[config.mk]
export PLATFORM = sky130hd
export DESIGN_NAME = first_fit_free_list_allocator_top
export DESIGN_NICKNAME = d
export VERILOG_FILES = /design/src/sv/ffa_pkg.sv /design/src/sv/ffa_ctrl.sv /design/src/sv/ffa_datapath.sv /design/src/sv/first_fit_free_list_allocator_top.sv
export SDC_FILE = /design/constraint.sdc
export NUM_CORES = 2
export LEC_CHECK = 0
export ABC_AREA = 1
export BUFFER_PORTS_ARGS = -buffer_cell sky130_fd_sc_hd__buf_2
export CAP_MARGIN = 20
export CORE_MARGIN = 2
export CORE_UTILIZATION = 60
export CTS_CLUSTER_DIAMETER = 150
export DETAILED_ROUTE_END_ITERATION = 7
export PLACE_DENSITY_LB_ADDON = 0.15
export SLEW_MARGIN = 20
export SYNTH_ARGS = -nofsm -noshare
export SYNTH_HDL_FRONTEND = slang
export SYNTH_HIERARCHICAL = 1
export SYNTH_SLANG_ARGS = --single-unit
[constraint.sdc]
create_clock -name clock -period 6.55 [get_ports clock]
set_input_delay 0.9825 -clock clock [delete_from_list [all_inputs] [get_ports clock]]
set_output_delay 0.9825 -clock clock [all_outputs]
set_load 0.005 [all_outputs]
[src/sv/ffa_pkg.sv]
// ffa_pkg: shared types and constants for the first-fit free list allocator
// no dependencies; used by ffa_ctrl, ffa_datapath and the top level
`timescale 1ns / 1ps

package ffa_pkg;

   // free list depth and derived widths
   localparam int FREE_DEPTH = 16;
   localparam int CNT_W      = $clog2(FREE_DEPTH + 1);

   // payload widths
   localparam int ADDR_W   = 32;
   localparam int LEN_W    = 24;
   localparam int STATUS_W = 3;
   localparam int CSR_IDX_W = 1;

   // block header in front of every carved area
   localparam logic [ADDR_W-1:0] HEADER_BYTES = 32'd8;

   // request kinds
   typedef enum logic {
      REQ_ALLOC = 1'b0,
      REQ_FREE  = 1'b1
   } req_kind_type;

   // result status codes
   typedef enum logic [STATUS_W-1:0] {
      ST_REUSED      = 3'd0,
      ST_NEW_AREA    = 3'd1,
      ST_OUT_OF_HEAP = 3'd2,
      ST_FREED       = 3'd3,
      ST_LIST_FULL   = 3'd4
   } status_type;

   // configuration register indexes
   localparam logic [CSR_IDX_W-1:0] CSR_HEAP_START = 1'b0;
   localparam logic [CSR_IDX_W-1:0] CSR_HEAP_LIMIT = 1'b1;

   // controller states
   typedef enum logic {
      S_IDLE   = 1'b0,
      S_COMMIT = 1'b1
   } fsm_state_type;

   // controller to datapath commands
   typedef struct packed {
      logic load;
      logic commit;
   } ctl_cmd_type;

endpackage

[src/sv/ffa_ctrl.sv]
// ffa_ctrl: two-state sequencer for the allocator
// depends on ffa_pkg; drives command strobes into ffa_datapath
`timescale 1ns / 1ps

module ffa_ctrl (
   input  logic                 clock,
   input  logic                 reset,
   input  logic                 start,
   output logic                 busy,
   output ffa_pkg::ctl_cmd_type cmd
);

   ffa_pkg::fsm_state_type state_ff;
   ffa_pkg::fsm_state_type state_in;

   // state register
   always_ff @(posedge clock) begin
      if (reset) begin
         state_ff <= ffa_pkg::S_IDLE;
      end else begin
         state_ff <= state_in;
      end
   end

   // next state
   always_comb begin
      state_in = state_ff;
      case (state_ff)
         ffa_pkg::S_IDLE: begin
            if (start) begin
               state_in = ffa_pkg::S_COMMIT;
            end
         end
         ffa_pkg::S_COMMIT: begin
            state_in = ffa_pkg::S_IDLE;
         end
         default: begin
            state_in = ffa_pkg::S_IDLE;
         end
      endcase
   end

   // outputs
   always_comb begin
      busy       = 1'b0;
      cmd.load   = 1'b0;
      cmd.commit = 1'b0;
      case (state_ff)
         ffa_pkg::S_IDLE: begin
            cmd.load = start;
         end
         ffa_pkg::S_COMMIT: begin
            busy       = 1'b1;
            cmd.commit = 1'b1;
         end
         default: begin
            busy = 1'b0;
         end
      endcase
   end

endmodule

[src/sv/ffa_datapath.sv]
// ffa_datapath: free list lanes, first-fit search, break pointer and result registers
// depends on ffa_pkg; sequenced by ffa_ctrl
`timescale 1ns / 1ps

module ffa_datapath (
   input  logic                                   clock,
   input  logic                                   reset,
   input  ffa_pkg::ctl_cmd_type                   cmd,
   input  logic                                   req_type,
   input  logic [ffa_pkg::LEN_W-1:0]              req_size,
   input  logic [ffa_pkg::ADDR_W-1:0]             req_address,
   input  logic                                   csr_write_enable,
   input  logic [ffa_pkg::CSR_IDX_W-1:0]          csr_index,
   input  logic [ffa_pkg::ADDR_W-1:0]             csr_write_data,
   output logic                                   rsp_valid,
   output logic [ffa_pkg::ADDR_W-1:0]             rsp_user_address,
   output logic [ffa_pkg::LEN_W-1:0]              rsp_granted_length,
   output logic [ffa_pkg::STATUS_W-1:0]           rsp_status
);

   localparam int D = ffa_pkg::FREE_DEPTH;

   // free list lanes, lane 0 newest; no reset, valid below count
   logic [ffa_pkg::ADDR_W-1:0] lane_addr_ff [D];
   logic [ffa_pkg::ADDR_W-1:0] lane_addr_in [D];
   logic [ffa_pkg::LEN_W-1:0]  lane_len_ff  [D];
   logic [ffa_pkg::LEN_W-1:0]  lane_len_in  [D];
   logic [ffa_pkg::CNT_W-1:0]  count_ff;
   logic [ffa_pkg::CNT_W-1:0]  count_in;

   // break pointer and limit
   logic [ffa_pkg::ADDR_W-1:0] bp_ff;
   logic [ffa_pkg::ADDR_W-1:0] bp_in;
   logic [ffa_pkg::ADDR_W-1:0] limit_ff;
   logic [ffa_pkg::ADDR_W-1:0] limit_in;

   // latched item and search results
   ffa_pkg::req_kind_type      kind_ff;
   logic [ffa_pkg::LEN_W-1:0]  size_ff;
   logic [ffa_pkg::ADDR_W-1:0] addr_ff;
   logic [D-1:0]               ge_ff;
   logic [D-1:0]               ge_in;
   logic [ffa_pkg::ADDR_W:0]   next_sum_ff;
   logic [ffa_pkg::ADDR_W-1:0] bump_addr_ff;

   // result registers
   logic                         rsp_valid_ff;
   logic [ffa_pkg::ADDR_W-1:0]   rsp_addr_ff;
   logic [ffa_pkg::ADDR_W-1:0]   rsp_addr_in;
   logic [ffa_pkg::LEN_W-1:0]    rsp_len_ff;
   logic [ffa_pkg::LEN_W-1:0]    rsp_len_in;
   ffa_pkg::status_type          rsp_status_ff;
   ffa_pkg::status_type          rsp_status_in;

   // commit-side helpers
   logic [D-1:0]               first_hit;
   logic                       hit;
   logic                       full;
   logic                       out_of_heap;
   logic [ffa_pkg::ADDR_W-1:0] sel_addr;
   logic [ffa_pkg::LEN_W-1:0]  sel_len;

   // first-fit search on the incoming item: running OR of fitting valid lanes
   always_comb begin
      logic fit;
      ge_in = '0;
      for (int i = 0; i < D; i++) begin
         fit = (ffa_pkg::CNT_W'(i) < count_ff) && (lane_len_ff[i] >= req_size);
         if (i == 0) begin
            ge_in[i] = fit;
         end else begin
            ge_in[i] = ge_in[i-1] | fit;
         end
      end
   end

   // latch item, search mask and bump sums at accept
   always_ff @(posedge clock) begin
      if (cmd.load) begin
         kind_ff      <= ffa_pkg::req_kind_type'(req_type);
         size_ff      <= req_size;
         addr_ff      <= req_address;
         ge_ff        <= ge_in;
         next_sum_ff  <= {1'b0, bp_ff} + {9'd0, req_size} + {1'b0, ffa_pkg::HEADER_BYTES};
         bump_addr_ff <= bp_ff + ffa_pkg::HEADER_BYTES;
      end
   end

   // pick the first fitting lane
   assign first_hit   = ge_ff & ~(ge_ff << 1);
   assign hit         = ge_ff[D-1];
   assign full        = (count_ff == ffa_pkg::CNT_W'(D));
   assign out_of_heap = (next_sum_ff > {1'b0, limit_ff});

   always_comb begin
      sel_addr = '0;
      sel_len  = '0;
      for (int i = 0; i < D; i++) begin
         if (first_hit[i]) begin
            sel_addr = sel_addr | lane_addr_ff[i];
            sel_len  = sel_len | lane_len_ff[i];
         end
      end
   end

   // lane, count, break and result updates
   always_comb begin
      for (int i = 0; i < D; i++) begin
         lane_addr_in[i] = lane_addr_ff[i];
         lane_len_in[i]  = lane_len_ff[i];
      end
      count_in      = count_ff;
      bp_in         = bp_ff;
      limit_in      = limit_ff;
      rsp_addr_in   = '0;
      rsp_len_in    = '0;
      rsp_status_in = ffa_pkg::ST_FREED;

      if (cmd.commit) begin
         if (kind_ff == ffa_pkg::REQ_FREE) begin
            if (full) begin
               rsp_status_in = ffa_pkg::ST_LIST_FULL;
            end else begin
               // push on the front
               lane_addr_in[0] = addr_ff;
               lane_len_in[0]  = size_ff;
               for (int i = 1; i < D; i++) begin
                  lane_addr_in[i] = lane_addr_ff[i-1];
                  lane_len_in[i]  = lane_len_ff[i-1];
               end
               count_in      = count_ff + 1'b1;
               rsp_status_in = ffa_pkg::ST_FREED;
            end
         end else if (hit) begin
            // unlink the hit, later lanes move down one
            for (int i = 0; i < D - 1; i++) begin
               if (ge_ff[i]) begin
                  lane_addr_in[i] = lane_addr_ff[i+1];
                  lane_len_in[i]  = lane_len_ff[i+1];
               end
            end
            count_in      = count_ff - 1'b1;
            rsp_addr_in   = sel_addr;
            rsp_len_in    = sel_len;
            rsp_status_in = ffa_pkg::ST_REUSED;
         end else if (out_of_heap) begin
            rsp_status_in = ffa_pkg::ST_OUT_OF_HEAP;
         end else begin
            bp_in         = next_sum_ff[ffa_pkg::ADDR_W-1:0];
            rsp_addr_in   = bump_addr_ff;
            rsp_len_in    = size_ff;
            rsp_status_in = ffa_pkg::ST_NEW_AREA;
         end
      end

      // configuration writes; the user must write only while idle, this block does not enforce it
      if (csr_write_enable) begin
         case (csr_index)
            ffa_pkg::CSR_HEAP_START: bp_in    = csr_write_data;
            ffa_pkg::CSR_HEAP_LIMIT: limit_in = csr_write_data;
            default: begin
               limit_in = limit_ff;
            end
         endcase
      end
   end

   // control state
   always_ff @(posedge clock) begin
      if (reset) begin
         count_ff     <= '0;
         bp_ff        <= '0;
         limit_ff     <= '1;
         rsp_valid_ff <= 1'b0;
      end else begin
         count_ff     <= count_in;
         bp_ff        <= bp_in;
         limit_ff     <= limit_in;
         rsp_valid_ff <= cmd.commit;
      end
   end

   // payload state
   always_ff @(posedge clock) begin
      for (int i = 0; i < D; i++) begin
         lane_addr_ff[i] <= lane_addr_in[i];
         lane_len_ff[i]  <= lane_len_in[i];
      end
      if (cmd.commit) begin
         rsp_addr_ff   <= rsp_addr_in;
         rsp_len_ff    <= rsp_len_in;
         rsp_status_ff <= rsp_status_in;
      end
   end

   assign rsp_valid          = rsp_valid_ff;
   assign rsp_user_address   = rsp_addr_ff;
   assign rsp_granted_length = rsp_len_ff;
   assign rsp_status         = rsp_status_ff;

endmodule

[src/sv/first_fit_free_list_allocator_top.sv]
// first_fit_free_list_allocator_top: allocator top level
// depends on ffa_pkg, ffa_ctrl and ffa_datapath
`timescale 1ns / 1ps

// Heap allocator with a 16-entry newest-first free list. An item is taken on a
// clock edge with start high and busy low. Busy is then high for one cycle. The
// result shows on the rsp_ ports, marked by rsp_valid, for exactly one cycle.
// That cycle starts at the edge after acceptance. A new item can be taken while
// the previous result shows. The first-fit search runs in the accept cycle. The
// unlink, push or break bump runs in the commit cycle. The receiver cannot stall:
// rsp_valid is not held, so capture the result in the cycle it shows. Write
// heap_start and heap_limit only while busy is low and no result is pending.
// Writing heap_start also reloads the break pointer.

module first_fit_free_list_allocator_top (
   input  logic                                   clock,
   input  logic                                   reset,
   input  logic                                   start,
   output logic                                   busy,
   input  logic                                   req_type,
   input  logic [ffa_pkg::LEN_W-1:0]              req_size,
   input  logic [ffa_pkg::ADDR_W-1:0]             req_address,
   output logic                                   rsp_valid,
   output logic [ffa_pkg::ADDR_W-1:0]             rsp_user_address,
   output logic [ffa_pkg::LEN_W-1:0]              rsp_granted_length,
   output logic [ffa_pkg::STATUS_W-1:0]           rsp_status,
   input  logic                                   csr_write_enable,
   input  logic [ffa_pkg::CSR_IDX_W-1:0]          csr_index,
   input  logic [ffa_pkg::ADDR_W-1:0]             csr_write_data
);

   ffa_pkg::ctl_cmd_type cmd;

   // sequencer
   ffa_ctrl u_ctrl (
      .clock (clock),
      .reset (reset),
      .start (start),
      .busy  (busy),
      .cmd   (cmd)
   );

   // free list and break datapath
   ffa_datapath u_datapath (
      .clock              (clock),
      .reset              (reset),
      .cmd                (cmd),
      .req_type           (req_type),
      .req_size           (req_size),
      .req_address        (req_address),
      .csr_write_enable   (csr_write_enable),
      .csr_index          (csr_index),
      .csr_write_data     (csr_write_data),
      .rsp_valid          (rsp_valid),
      .rsp_user_address   (rsp_user_address),
      .rsp_granted_length (rsp_granted_length),
      .rsp_status         (rsp_status)
   );

endmodule
## Word-level counts from Yosys, hierarchy flattened

Memories as Yosys holds them, arrays and structs flattened.
Index checks and enable logic that the tools add are counted.
W data, S select, Z words.

- Bits in registers: 268
- RAM bits: 896
- Input port bits: 94
- Output and inout port bits: 61
- Word-level logic and storage cells: 216
- Memories: 2

Memory list:

| memory | words | width | rd ports | clocked after memory_dff | write ports | RTL line | RTL |
|---|---|---|---|---|---|---|---|
| u_datapath.lane_addr_ff | 16 | 32 | 16 | 0 | 16 | ffa_datapath.sv:24 | `logic [ffa_pkg::ADDR_W-1:0] lane_addr_ff [D];` |
| u_datapath.lane_len_ff | 16 | 24 | 16 | 0 | 16 | ffa_datapath.sv:26 | `logic [ffa_pkg::LEN_W-1:0] lane_len_ff [D];` |

- $add $sub $neg: 5
- $lt $le $gt $ge: 33
- Equal/unequal tests: 2
- Muxes and demuxes: 93
- Bitwise operators: 48
- Reductions and logical operators: 19

Operators by type and width:

| operator | number |
|---|---|
| $mux W32 | 40 |
| $mux W512 | 2 |
| $mux W480 | 2 |
| $mux W24 | 34 |
| $mux W384 | 2 |
| $mux W360 | 2 |
| $or A32 B32 Y32 | 15 |
| $ge A24 B24 Y1 | 16 |
| $or A24 B24 Y24 | 15 |
| $lt A4 B5 Y1 const A | 8 |
| $add A32 B24 Y33 | 1 |
| $add A33 B4 Y33 const B | 1 |
| $gt A33 B32 Y1 | 1 |
| $add A32 B4 Y32 const B | 1 |
| $lt A3 B5 Y1 const A | 4 |
| $and A16 B16 Y16 | 1 |
| $logic_and A1 B1 Y1 | 16 |
| $not A16 Y16 | 1 |
| $mux W5 | 3 |
| $or A1 B1 Y1 | 15 |
| $lt A1 B5 Y1 const A | 2 |
| $lt A2 B5 Y1 const A | 2 |
| $mux W3 | 3 |
| $add A5 B1 Y5 const B | 1 |
| 10 further kinds | 12 |

## Logic depth before layout (Yosys ltp)

- Depth in word-level cells: 34
- Mapped depth: 19
- Mapped depth without buffers: 19

## Cells and area by module

The synthesis kept the hierarchy.

Modules (own cells, without submodules):

| module | times used | cells an instance | area each (µm²) | sequential area each (µm²) |
|---|---|---|---|---|
| ffa_datapath | 1 | 6,123 | 62,369.8 | 34,222.8 |
| ffa_ctrl | 1 | 7 | 55.1 | 20.0 |

## Worst setup path after synthesis

No wires, ideal clock.

- Kind: register -> register
- From: reg, netlist name u_datapath/count_ff[0]
- To: mem u_datapath/lane_addr_ff[0][100] (netlist bit), enable pin
- Library setup time: 0.488 ns
- Arrival time: 4.475 ns
- Required time: 6.062 ns
- Path slack: 1.587 ns
- Stages on the path, launching flop included: 13
- Buffers on the path: 3
- Period minus slack after synthesis: 4.963 ns
- Cell sequence: dfxtp_1 inv_1 ha_1 nand3_1 nor2_1 inv_2 clkbuf_1 nor2_1 inv_1 nand2_1 clkbuf_1 clkbuf_1 a21oi_1

RTL lines:

| item | RTL line |
|---|---|
| end: declaration | ffa_datapath.sv:24 |

## Worst setup path in the final report

- From: reg u_datapath.ge_ff[12]
- To: reg u_datapath.rsp_len_ff (netlist bit u_datapath/rsp_granted_length[15]), data pin

- Word-level cells in the longest chain between the ends: 9
- Elaborated cells on any way between the ends: 10
- Classes of those cells: 5 x mux; 5 x bitwise

RTL lines:

| item | RTL line | RTL |
|---|---|---|
| start: declaration | ffa_datapath.sv:41 | `logic [D-1:0] ge_ff;` |
| start signal: assignment | ffa_datapath.sv:83 | `ge_ff <= ge_in;` |
| $and A16 B16 Y16 * | ffa_datapath.sv:90 | `assign first_hit = ge_ff & ~(ge_ff << 1);` |
| $mux W24 | ffa_datapath.sv:99 | `if (first_hit[i]) begin` |
| $or A24 B24 Y24 | ffa_datapath.sv:101 | `sel_len = sel_len \| lane_len_ff[i];` |
| $mux W24 * | ffa_datapath.sv:99 |  |
| $or A24 B24 Y24 | ffa_datapath.sv:101 |  |
| $mux W24 * | ffa_datapath.sv:99 |  |
| $or A24 B24 Y24 | ffa_datapath.sv:101 |  |
| $mux W24 * | ffa_datapath.sv:99 |  |
| $mux W24 * | ffa_datapath.sv:134 | `end else if (hit) begin` |
| end signal: assignment | ffa_datapath.sv:191 | `rsp_len_ff <= rsp_len_in;` |
| end: declaration | ffa_datapath.sv:50 | `logic [ffa_pkg::LEN_W-1:0] rsp_len_ff;` |

Mark *: on every way between the ends. The rest lies on a longest branch, timed or not.
A chain may end at the register's enable or synchronous reset.

==> flow_summary.html <==
<table>
<tr><th>Metric</th><th>Value</th></tr>
<tr><th colspan="2">Critical path</th></tr>
<tr><td>Capture point of the critical path</td><td>u_datapath/rsp_granted_length[15]</td></tr>
<tr><td>Worst Setup End Kind</td><td>flip-flop</td></tr>
<tr><td>Crit Reg-Reg Endpoint</td><td>u_datapath/rsp_granted_length[15]</td></tr>
<tr><td>Critical-path maximum fanout</td><td>29</td></tr>
<tr><td>Required time of the critical path</td><td>6940 ps</td></tr>
<tr><td>Reg2Reg Setup Slack</td><td>roughly 2200 ps</td></tr>
<tr><td>Critical Path Source</td><td>u_datapath/ge_ff[12]</td></tr>
<tr><td>Type of the worst setup path</td><td>reg2reg</td></tr>
<tr><td>Cell count of the worst reg-to-reg path</td><td>7</td></tr>
<tr><td>Data arrival, critical path</td><td>around 4800 ps</td></tr>
<tr><td>Worst reg2reg path startpoint</td><td>u_datapath/ge_ff[12]</td></tr>
<tr><td>Startpoint type of the worst setup path</td><td>flip-flop</td></tr>
<tr><th colspan="2">Synth</th></tr>
<tr><td>Share of flip-flops with an asynchronous set or reset after synthesis</td><td>0</td></tr>
<tr><td>Cell type with the highest aggregate area in the netlist</td><td>edfxtp_1</td></tr>
<tr><td>Dominant synthesized flop cell</td><td>edfxtp_1</td></tr>
<tr><td>Top cells by count, synth</td><td>edfxtp_1, inv_1, o22ai_1</td></tr>
<tr><td>Mapped Avg Cell Area</td><td>about 10 sq um</td></tr>
<tr><td>Area fraction of the dominant cell type after synthesis</td><td>0.5258</td></tr>
<tr><td>Unique masters post-synth</td><td>between 50 and 60</td></tr>
<tr><td>Register area share after synthesis</td><td>0.5485</td></tr>
<tr><td>Synth warn</td><td>6</td></tr>
<tr><td>Most common cell in the netlist</td><td>edfxtp_1</td></tr>
<tr><td>Syn_nets</td><td>between 6,000 and 7,000</td></tr>
<tr><td>Post-synthesis register bit count</td><td>1,164</td></tr>
<tr><td>Main area contributors after synthesis</td><td>edfxtp_1, ha_1, o22ai_1</td></tr>
<tr><td>Post-synth design cell area</td><td>around 62,000 sq um</td></tr>
<tr><td>Post-Synthesis Cells</td><td>6,130</td></tr>
<tr><td>Number of enable-type register cells in the synthesized netlist</td><td>approximately 1,100</td></tr>
<tr><th colspan="2">CTS</th></tr>
<tr><td>H-tree depth</td><td>4</td></tr>
<tr><td>Clock transition at path regs</td><td>about 60 ps</td></tr>
<tr><td>Num Clock Sinks</td><td>~1,200</td></tr>
<tr><td>Buffer levels on the longest clock path</td><td>3</td></tr>
<tr><td>Source-to-sink clock delay at the later pin of the worst-skew pair</td><td>slightly below 800 ps</td></tr>
<tr><td>TritonCTS clock tree</td><td>yes</td></tr>
<tr><td>Buffer type at the clock tree root</td><td>clkbuf_16</td></tr>
<tr><td>Number of instances resized during post-cts repair</td><td>0</td></tr>
<tr><td>Number of buffers added to fix hold violations after cts</td><td>0</td></tr>
<tr><td>Setup Fix Bufs, Post-CTS</td><td>0</td></tr>
<tr><td>Inserted Clock Buffers</td><td>~130</td></tr>
<tr><th colspan="2">Outcome</th></tr>
<tr><td>Violations in the final reports</td><td>max-slew violations</td></tr>
<tr><td>Status</td><td>complete, but fails checks</td></tr>
<tr><th colspan="2">Timing</th></tr>
<tr><td>Final Slew Violations</td><td>117</td></tr>
<tr><td>Post-route worst hold slack</td><td>391.7 ps</td></tr>
<tr><td>Post-route setup TNS</td><td>0 ps</td></tr>
<tr><td>Total setup violations reported at the end of the flow</td><td>0</td></tr>
<tr><td>Ratio of final minimum period to clock period</td><td>0.6663</td></tr>
<tr><td>Final clock skew</td><td>approximately 38 ps</td></tr>
<tr><td>Worst max-slew margin expressed relative to the limit</td><td>-0.1114</td></tr>
<tr><td>Min cycle time layout</td><td>around 4400 ps</td></tr>
<tr><td>Worst slew pin tran</td><td>between 1500 and 2000 ps</td></tr>
<tr><td>Unrepaired setup endpoints after global routing</td><td>no</td></tr>
<tr><td>Hold violation total from the final report</td><td>0</td></tr>
<tr><td>Worst Slack Setup Final</td><td>roughly 2200 ps</td></tr>
<tr><td>Upper clock frequency limit</td><td>around 0.23 GHz</td></tr>
<tr><th colspan="2">Floorplan</th></tr>
<tr><td>Number of cell rows</td><td>118</td></tr>
<tr><td>Die span in x</td><td>between 300 and 400 um</td></tr>
<tr><td>Initial Utilization</td><td>0.6040</td></tr>
<tr><td>Die H</td><td>326.6 um</td></tr>
<tr><td>Number of top-level pins</td><td>155</td></tr>
<tr><td>Placeable core region</td><td>a little over 100,000 sq um</td></tr>
<tr><td>Die ar.</td><td>around 110,000 sq um</td></tr>
<tr><th colspan="2">Global routing</th></tr>
<tr><td>GRT Util Overall</td><td>0.3995</td></tr>
<tr><td>Grt met1 use</td><td>0.5351</td></tr>
<tr><td>Pin count of the biggest net entering global routing</td><td>~230</td></tr>
<tr><td>Antenna violations before repair</td><td>16</td></tr>
<tr><td>Via count of the first global-routing pass</td><td>slightly below 50,000</td></tr>
<tr><td>Wire length of the first global-routing pass</td><td>approximately 310 mm</td></tr>
<tr><td>Met3 Usage GRT</td><td>0.1442</td></tr>
<tr><td>Total overflow reported by the global router</td><td>0</td></tr>
<tr><td>GRT met2 Usage</td><td>0.5817</td></tr>
<tr><td>Most used routing layer in global routing</td><td>met2</td></tr>
<tr><th colspan="2">Layout</th></tr>
<tr><td>Fraction of layout cells with a size suffix above 1</td><td>0.08218</td></tr>
<tr><td>Area delta synth-&gt;final</td><td>10.66%</td></tr>
<tr><td>Cell area after layout</td><td>69,080 sq um</td></tr>
<tr><td>Finished Core Util</td><td>0.6684</td></tr>
<tr><td>Number of cells in the finished layout apart from fillers</td><td>7,663</td></tr>
<tr><td>Final #Nets</td><td>about 6,700</td></tr>
<tr><th colspan="2">Routing</th></tr>
<tr><td>DR WL/cell</td><td>roughly 28 um</td></tr>
<tr><td>Total wire length after detailed routing</td><td>around 220 mm</td></tr>
<tr><td>Count of vias placed by the detailed router</td><td>slightly above 50,000</td></tr>
<tr><td>Remaining design rule violation count</td><td>0</td></tr>
<tr><td>Drt first-iter violations</td><td>between 8,000 and 9,000</td></tr>
<tr><td>Number of vias per cell</td><td>6.756</td></tr>
<tr><td>Remaining antenna violation count</td><td>0</td></tr>
<tr><td>TritonRoute pass-1 iters</td><td>7</td></tr>
<tr><th colspan="2">Hold path</th></tr>
<tr><td>Type of the worst min-delay path</td><td>in2reg</td></tr>
<tr><th colspan="2">Place</th></tr>
<tr><td>Placed Cells</td><td>7,426</td></tr>
<tr><td>Post-Place Cell Area</td><td>~65,000 sq um</td></tr>
<tr><td>Setup slack after placement</td><td>between 2000 and 2500 ps</td></tr>
<tr><td>Routability Congestion</td><td>around 1.0</td></tr>
<tr><td>Port buffer count</td><td>approximately 150</td></tr>
<tr><td>Final HPWL DP</td><td>around 140 mm</td></tr>
<tr><th colspan="2">Run</th></tr>
<tr><td>Max-cap violations</td><td>0</td></tr>
<tr><th colspan="2">Power and ir drop</th></tr>
<tr><td>Worst voltage drop across the vdd grid</td><td>between 0.2 and 0.25 mV</td></tr>
<tr><td>Leakage power</td><td>~28 nW</td></tr>
<tr><td>Power density cells</td><td>just under 300 nW/um^2</td></tr>
<tr><td>Total Power</td><td>a little over 20 mW</td></tr>
</table>
-- kinds of logic after synthesis --
family | Yosys count | synth area share
adder cells (fa/ha/maj) | 469 | 0.09412
buffers and inverters | 1374 | 0.08284
XOR/XNOR | 56 | 0.007857
AND/OR/NAND/NOR | 1251 | 0.08536
AO/OA/AOI/OAI | 1816 | 0.1813
flip-flops | 1164 | 0.5485
-- worst min path at each step --
stage / startpoint / to / depth (start not counted)
2_1_floorplan: u_datapath/lane_addr_ff[1][200] / u_datapath/lane_addr_ff[1][232] / 0
3_3_place_gp: u_datapath/lane_addr_ff[1][200] / u_datapath/lane_addr_ff[1][232] / 0
3_5_place_dp: u_datapath/lane_addr_ff[1][200] / u_datapath/lane_addr_ff[1][232] / 0
4_1_cts: req_address[12] / u_datapath/addr_ff[12] / 1
5_1_grt: req_address[15] / u_datapath/addr_ff[15] / 1
6_report: req_address[22] / u_datapath/addr_ff[22] / 1
-- flip-flops by register name (all words and copies together) (netlist names), 32 cells and up --
signal / flops
u_datapath/addr_ff: 32
u_datapath/next_sum_ff: 33
u_datapath/limit_ff: 32
u_datapath/bp_ff: 32
u_datapath/bump_addr_ff: 32
u_datapath/lane_len_ff: 384
u_datapath/lane_addr_ff: 512
u_datapath/rsp_user_address: 32
-- metal layers --
metal	vias up	share of wire
met2	3883	0.42
met4	16	0.054
li1	22593	-
met3	740	0.16
met1	24540	0.36
met5	-	0.00050
-- cell usage in the layout, fill, tap and decap left out, drive strengths merged, types with 175 or more instances in the layout --
cell type	netlist	layout
nand3	181	181
inv	1041	1046
buf	21	247
nor2	175	175
edfxtp	1093	1093
o22ai	816	816
nand2	786	786
ha	468	468
a21oi	349	349
o21ai	294	294
-- power by group --
part	total, mW	switching (mW)	leakage [nW]	internal (mW)
sequential	8.98	0.264	10.8	8.71
clock	7.33	3.16	2.04	4.17
combinational	3.86	2.82	15.6	1.04
-- final cells by class --
cell class	instances	area, sq um
Multi-Input combinational cell	3592	23320
Antenna cell	4	10.01
Timing Repair Buffer	248	1652
Clock buffer	163	3451
Fill cell	8009	34270
Clock inverter	69	744.5
Sequential cell	1164	34250
Tap cell	1380	1727
Inverter	1043	3925
-- critical path: stages (launching register included) --
cell	delay, ps
edfxtp_1	370
inv_1	100
nor2_1	630
buf_4	410
clkinv_2	680
o221ai_1	590
o41ai_1	210
a21oi_1	960
Power figures use the tool's default switching activity.
